===== src/rtl/ncs_pkg.sv =====
// ----------------------------------------------------------------------------
// Natural cubic spline coefficients: shared package
// Sizes, status codes, arithmetic unit request types and saturation helpers.
// ----------------------------------------------------------------------------
package ncs_pkg;

   // Store depth and fixed-point format.
   localparam int MAX_POINTS = 32;
   localparam int FRAC_BITS  = 16;

   // Derived widths.
   localparam int IDX_W  = $clog2(MAX_POINTS);
   localparam int PCNT_W = $clog2(MAX_POINTS + 1);
   localparam int DIV_W  = 64 + FRAC_BITS;
   localparam int ACNT_W = $clog2(DIV_W + 1);

   // Saturation limit of the intermediates and the constant six in fixed point.
   localparam logic signed [63:0] LIM   = 64'sh3FFF_FFFF_FFFF_FFFF;
   localparam logic signed [63:0] SIX_Q = 64'sd6 <<< FRAC_BITS;

   // Reciprocal of six scaled by 2^64, rounded up. The top 64 bits of the
   // product with a magnitude below 2^62 give the exact truncated quotient.
   localparam logic [63:0] RECIP6 = 64'h2AAA_AAAA_AAAA_AAAB;

   // Result status codes.
   localparam logic [1:0] STATUS_OK      = 2'd0;
   localparam logic [1:0] STATUS_FEW     = 2'd1;
   localparam logic [1:0] STATUS_NOT_INC = 2'd2;
   localparam logic [1:0] STATUS_DROPPED = 2'd3;

   // Operations of the shared arithmetic unit.
   typedef enum logic [1:0] {
      OP_MUL    = 2'd0,   // (a*b) >> FRAC_BITS
      OP_DIV    = 2'd1,   // (a << FRAC_BITS) / b
      OP_DIV6   = 2'd2    // a / 6, b unused
   } arith_op_type;

   typedef struct packed {
      logic               start;
      arith_op_type       op;
      logic signed [63:0] a;
      logic signed [63:0] b;
   } arith_req_type;

   typedef struct packed {
      logic               done;
      logic signed [63:0] result;
   } arith_rsp_type;

   // Clamp a widened sum to +-LIM.
   function automatic logic signed [63:0] sat_lim(input logic signed [64:0] v);
      logic signed [63:0] r;
      if (v > 65'(LIM)) begin
         r = LIM;
      end else if (v < -65'(LIM)) begin
         r = -LIM;
      end else begin
         r = 64'(v);
      end
      return r;
   endfunction

   // Clamp to the 32-bit signed range.
   function automatic logic signed [31:0] sat32(input logic signed [63:0] v);
      logic signed [31:0] r;
      if (v > 64'sh0000_0000_7FFF_FFFF) begin
         r = 32'sh7FFF_FFFF;
      end else if (v < -64'sh0000_0000_8000_0000) begin
         r = -32'sh8000_0000;
      end else begin
         r = 32'(v);
      end
      return r;
   endfunction

   // Magnitude of a value after clamping to +-LIM.
   function automatic logic [63:0] mag(input logic signed [63:0] v);
      logic signed [63:0] s;
      s = sat_lim(65'(v));
      return (s < 0) ? 64'(-s) : 64'(s);
   endfunction

endpackage


===== src/rtl/ncs_arith.sv =====
// ----------------------------------------------------------------------------
// Natural cubic spline coefficients: shared arithmetic unit
// Bit-serial fixed-point multiplier and restoring divider, one bit a cycle.
// Division by six runs on the multiplier as a reciprocal multiplication.
// ----------------------------------------------------------------------------
module ncs_arith (
   input  logic                   clock,
   input  logic                   reset,
   input  ncs_pkg::arith_req_type req,
   output ncs_pkg::arith_rsp_type rsp
);

   logic                       busy_ff, busy_in;
   logic                       fin_ff, fin_in;
   logic                       done_ff, done_in;
   logic                       mul_ff, mul_in;
   logic                       div6_ff, div6_in;
   logic                       neg_ff, neg_in;
   logic                       zero_ff, zero_in;
   logic [ncs_pkg::ACNT_W-1:0] cnt_ff, cnt_in;
   logic [63:0]                opa_ff, opa_in;
   logic [63:0]                opb_ff, opb_in;
   logic [63:0]                acc_ff, acc_in;
   logic [63:0]                lo_ff, lo_in;
   logic [63:0]                rem_ff, rem_in;
   logic [ncs_pkg::DIV_W-1:0]  dvd_ff, dvd_in;
   logic [ncs_pkg::DIV_W-1:0]  quot_ff, quot_in;
   logic signed [63:0]         res_ff, res_in;

   logic [64:0]  mul_sum;
   logic [64:0]  rem_sh;
   logic [64:0]  rem_diff;
   logic [127:0] prod;
   logic [63:0]  mag_res;
   logic [63:0]  ua;
   logic [63:0]  ub;

   assign ua      = ncs_pkg::mag(req.a);
   assign ub      = ncs_pkg::mag(req.b);
   assign mul_sum = {1'b0, acc_ff} + {1'b0, (opb_ff[0] ? opa_ff : 64'd0)};
   assign rem_sh  = {rem_ff, dvd_ff[ncs_pkg::DIV_W-1]};
   assign rem_diff = rem_sh - {1'b0, opb_ff};
   assign prod    = {acc_ff, lo_ff};

   // Final magnitude with saturation above LIM.
   always_comb begin
      if (mul_ff && div6_ff) begin
         mag_res = prod[127:64];
      end else if (mul_ff) begin
         if (|prod[127:62+ncs_pkg::FRAC_BITS]) begin
            mag_res = 64'(ncs_pkg::LIM);
         end else begin
            mag_res = 64'(prod[61+ncs_pkg::FRAC_BITS:ncs_pkg::FRAC_BITS]);
         end
      end else if (zero_ff) begin
         mag_res = 64'd0;
      end else if (|quot_ff[ncs_pkg::DIV_W-1:62]) begin
         mag_res = 64'(ncs_pkg::LIM);
      end else begin
         mag_res = 64'(quot_ff[61:0]);
      end
   end

   // Sequencing of one operation.
   always_comb begin
      busy_in = busy_ff;
      fin_in  = 1'b0;
      done_in = 1'b0;
      mul_in  = mul_ff;
      div6_in = div6_ff;
      neg_in  = neg_ff;
      zero_in = zero_ff;
      cnt_in  = cnt_ff;
      opa_in  = opa_ff;
      opb_in  = opb_ff;
      acc_in  = acc_ff;
      lo_in   = lo_ff;
      rem_in  = rem_ff;
      dvd_in  = dvd_ff;
      quot_in = quot_ff;
      res_in  = res_ff;
      if (req.start && !busy_ff) begin
         busy_in = 1'b1;
         neg_in  = (req.a < 0) != (req.b < 0);
         zero_in = (ub == 64'd0);
         opb_in  = ub;
         div6_in = (req.op == ncs_pkg::OP_DIV6);
         if (req.op == ncs_pkg::OP_MUL || req.op == ncs_pkg::OP_DIV6) begin
            mul_in = 1'b1;
            opa_in = ua;
            acc_in = 64'd0;
            lo_in  = 64'd0;
            cnt_in = ncs_pkg::ACNT_W'(64);
            if (req.op == ncs_pkg::OP_DIV6) begin
               opb_in = ncs_pkg::RECIP6;
            end
         end else begin
            mul_in  = 1'b0;
            rem_in  = 64'd0;
            quot_in = '0;
            cnt_in  = ncs_pkg::ACNT_W'(ncs_pkg::DIV_W);
            dvd_in  = ncs_pkg::DIV_W'(ua) << ncs_pkg::FRAC_BITS;
         end
      end else if (busy_ff) begin
         if (mul_ff) begin
            acc_in = mul_sum[64:1];
            lo_in  = {mul_sum[0], lo_ff[63:1]};
            opb_in = opb_ff >> 1;
         end else begin
            dvd_in = dvd_ff << 1;
            if (!rem_diff[64]) begin
               rem_in  = rem_diff[63:0];
               quot_in = {quot_ff[ncs_pkg::DIV_W-2:0], 1'b1};
            end else begin
               rem_in  = rem_sh[63:0];
               quot_in = {quot_ff[ncs_pkg::DIV_W-2:0], 1'b0};
            end
         end
         cnt_in = cnt_ff - 1'b1;
         if (cnt_ff == ncs_pkg::ACNT_W'(1)) begin
            busy_in = 1'b0;
            fin_in  = 1'b1;
         end
      end else if (fin_ff) begin
         res_in  = neg_ff ? -$signed(mag_res) : $signed(mag_res);
         done_in = 1'b1;
      end
   end

   always_ff @(posedge clock) begin
      if (reset) begin
         busy_ff <= 1'b0;
         fin_ff  <= 1'b0;
         done_ff <= 1'b0;
      end else begin
         busy_ff <= busy_in;
         fin_ff  <= fin_in;
         done_ff <= done_in;
      end
      mul_ff  <= mul_in;
      div6_ff <= div6_in;
      neg_ff  <= neg_in;
      zero_ff <= zero_in;
      cnt_ff  <= cnt_in;
      opa_ff  <= opa_in;
      opb_ff  <= opb_in;
      acc_ff  <= acc_in;
      lo_ff   <= lo_in;
      rem_ff  <= rem_in;
      dvd_ff  <= dvd_in;
      quot_ff <= quot_in;
      res_ff  <= res_in;
   end

   assign rsp.done   = done_ff;
   assign rsp.result = res_ff;

endmodule


===== config.mk =====
export PLATFORM = sky130hd
export DESIGN_NAME = ncs_arith
export DESIGN_NICKNAME = d
export VERILOG_FILES = /design/src/rtl/ncs_pkg.sv /design/src/rtl/ncs_arith.sv
export SDC_FILE = /design/constraint.sdc
export NUM_CORES = 1
export LEC_CHECK = 0
export BUFFER_PORTS_ARGS = -buffer_cell sky130_fd_sc_hd__buf_2
export CAP_MARGIN = 20
export CORE_MARGIN = 1
export CORE_UTILIZATION = 58
export CTS_CLUSTER_DIAMETER = 40
export CTS_CLUSTER_SIZE = 8
export DETAILED_ROUTE_END_ITERATION = 10
export PLACE_DENSITY = 0.76
export SETUP_SLACK_MARGIN = 0.3
export SLEW_MARGIN = 10
export SYNTH_ARGS = -nofsm -noshare
export SYNTH_HDL_FRONTEND = slang
export SYNTH_SLANG_ARGS = --single-unit

===== constraint.sdc =====
create_clock -name clock -period 20.7 [get_ports clock]
set_clock_uncertainty 0.05 [all_clocks]
set_input_delay 3.105 -clock clock [delete_from_list [all_inputs] [get_ports clock]]
set_output_delay 3.105 -clock clock [all_outputs]
set_load 0.01 [all_outputs]

==> results.yml <==
outcome:
  run_status: "complete, no violations"
logic_synthesis:
  synth_nets: 4313
  synth-main-ff-cell: "edfxtp_1"
  yosysWarnings: 0
  syn_inst: 4043
  synth_cell_types: 92
  postSynth.asyncResetShare: 0
  postSynthAreaPerCell_sq_um: 9.01
  ys_ff_latch: 526
  ys_seq_area_frac: 0.433
  syn_area_sq_um: 36400
  synth_edf_count: 523
drt:
  ant_nets: 0
  drt-initial-drc-count: 4352
  viasPerCell: 6.46
  wl_per_cell_um: 22.0
  firstDrtPassIters: 7
  drt_wl_total_um: 111000
  drc: 0
  via_count: 32600
clock_tree:
  clk_pin_slew_ps: 50
  cts_made_buffers: 93
  cts_tree: "built"
  post_cts_buffers: 0
  ctsResizeCount: 0
  clock_latency_ps: 670
  root_buffer: "clkbuf_16"
  cts.sinks: 526
  cts_max_path_buffers: 3
  holdBufCountCts: 0
  h-tree-depth: 3
die:
  die_x_um: 253
  die_h_um: 253
  ios: 198
  start_util: 0.588
  die_area_sq_um: 63800
  core_area_sq_um: 61900
  num_rows: 91
sta:
  post-route-period-util: 0.419
  finalHoldViolCount: 0
  setup_tns_ps: 0
  tightestPinTransition_ps: 1050
  max_freq_mhz: 115
  grt_setup_unrepaired: "false"
  setup_slack_ps: 12020
  period_minus_slack_ps: 8680
  drv_slew: 0
  slew_headroom: 0.297
  setup_viol: 0
final_layout:
  multi_input_area_sq_um: 19200
  layout-drive-gt1-share: 0.109
  fill_cells: 5035
  syn_to_final_growth_pct: 12.4
  final_cell_mix: "523 x edfxtp_1, 388 x nand2_1, 376 x nor2_1"
  seqCellArea_sq_um: 15800
  final_common_cell: "edfxtp_1"
  layout.nets: 4418
grt:
  first_global_vias: 29200
  grt_max_degree: 149
  grt_pass1_wl_um: 170000
  grt_usage: 0.342
  overflow: 0
  grt_antenna_before_repair: 4
worst_hold_path:
  holdCritStartpoint: "dvd_ff[50]$_DFFE_PP_"
  hp-class: "register to register"
  hold_depth: 2
  whs_endpoint: "dvd_ff[51]$_DFFE_PP_"
critical_path:
  cp-start-kind: "input pin"
  arrival_ps: 9030
  cp.required_ps: 21050
  cp-end-kind: "register"
  reg2reg_from: "acc_ff[43]$_SDFFCE_PP0P_"
  r2r_end: "res_ff[62]$_DFFE_PP_"
  rrSetupSlack_ps: 15120
  crit_fanout: 51
  path_class: "input pin to register"
  ff2ff_path_depth: 13
placement:
  portBuffers: 197
  place_hpwl_um: 79400
  place.gp.congestion: 1.08
  pre_cts_ws_ps: 11370
pwr:
  leakage_nw: 15.8
  power.ir.vdd_worst_uv: 61.9
  power_density_nw_per_um2: 98.1
run:
  max_cap_viol_count: 0
[state kept, by name, summed over array words and instances (netlist names)]
signal,count
opb_ff,64
zero_ff,1
cnt_ff,7
div6_ff,1
rem_ff,64
fin_ff,1
quot_ff,80
opa_ff,64
lo_ff,48
neg_ff,1
mul_ff,1
busy_ff,1
dvd_ff,64
acc_ff,64
done_ff,1
res_ff,64
[cell usage after synthesis (61+ instances only)]
| library cell | number | area, sq um |
|---|---|---|
| nor3_1 | 98 | 490 |
| xor2_1 | 102 | 893 |
| a21oi_1 | 362 | 1810 |
| nor2b_1 | 61 | 382 |
| o21ai_0 | 328 | 1640 |
| nor2_1 | 378 | 1420 |
| clkbuf_1 | 193 | 724 |
| and2_1 | 193 | 1210 |
| xnor2_1 | 127 | 1110 |
| nand3_1 | 111 | 556 |
| edfxtp_1 | 523 | 15700 |
| inv_1 | 160 | 601 |
| a21o_1 | 94 | 706 |
| a31oi_1 | 82 | 513 |
| nand2_1 | 390 | 1460 |
| ha_1 | 135 | 1690 |
[final cells by class]
type                       instances  share of cell area
antenna                            4            0.000244
clock buffer                     107              0.0586
clock inverter                    43              0.0139
inverter                         161              0.0149
multi-input combinational       3126               0.470
sequential                       526               0.385
tap                              837              0.0256
timing repair buffer             240              0.0321
[worst max-delay path, cell delays in order]
cell	delay [ps]
buf_2	120
or4_1	580
or4_1	520
nor4_1	500
nand3_1	240
nand3_1	140
ha_2	240
buf_4	450
o21ba_2	240
a2111oi_2	540
nor3b_1	660
nand2_1	180
nor4_1	570
o21a_1	260
a211o_1	140
a21oi_1	60
o21a_1	200
mux2_2	260
[power breakdown]
group | switching, W | total (W) | internal [W]
Combinational | 0.000724 | 0.00115 | 0.000422
Sequential | 0.0000717 | 0.00141 | 0.00134
Clock | 0.000528 | 0.00147 | 0.000937
[metal layers]
metal,global-route usage,share of wire
met1,0.522,0.44
met2,0.476,0.41
met3,0.0756,0.12
met4,0.108,0.026
met5,0,0
[how the worst max path moves through the flow]
stage	from	end	slack, ps	depth (start not counted)
after global routing	req[92]	dvd_ff[78]$_DFFE_PP_	11680	18
after CTS	req[92]	dvd_ff[78]$_DFFE_PP_	12010	18
after detailed placement	req[92]	dvd_ff[78]$_DFFE_PP_	11370	18
after floorplan	req[130]	dvd_ff[16]$_SDFFCE_PN0P_	6630	2
final	req[92]	dvd_ff[78]$_DFFE_PP_	12020	18
after global placement	req[93]	dvd_ff[78]$_DFFE_PP_	11550	18
[cells by family (layout without fill, tap and decap cells)]
family,after synthesis,count (layout),share of synthesized area
buffers and inverters,391,551,0.0416
and+or+nand+nor,1494,1494,0.202
other,0,4,0
adders and majority gates,137,137,0.0475
muxes,36,36,0.0104
AOI/OAI and AO/OA,1229,1229,0.210
DFF,526,526,0.433
xor gates and xnor gates,230,230,0.0555
[through the flow]
step | std cells | hold WS (ps) | utilization | cell area, sq um | total power, W
final | 5044 | 464 | 0.661 | 41000 | 0.00402
after global routing | 5044 | 478 | 0.661 | 41000 | 0.00419
after CTS | 5040 | 465 | 0.661 | 40900 | 0.00400
after detailed placement | 4890 | 452 | 0.613 | 38000 | 0.00253
after global placement | 4889 | 444 | 0.613 | 38000 | 0.00252
after floorplan | 4043 | 441 | - | 36400 | 0.00224
(Power assumes the default switching activity.)
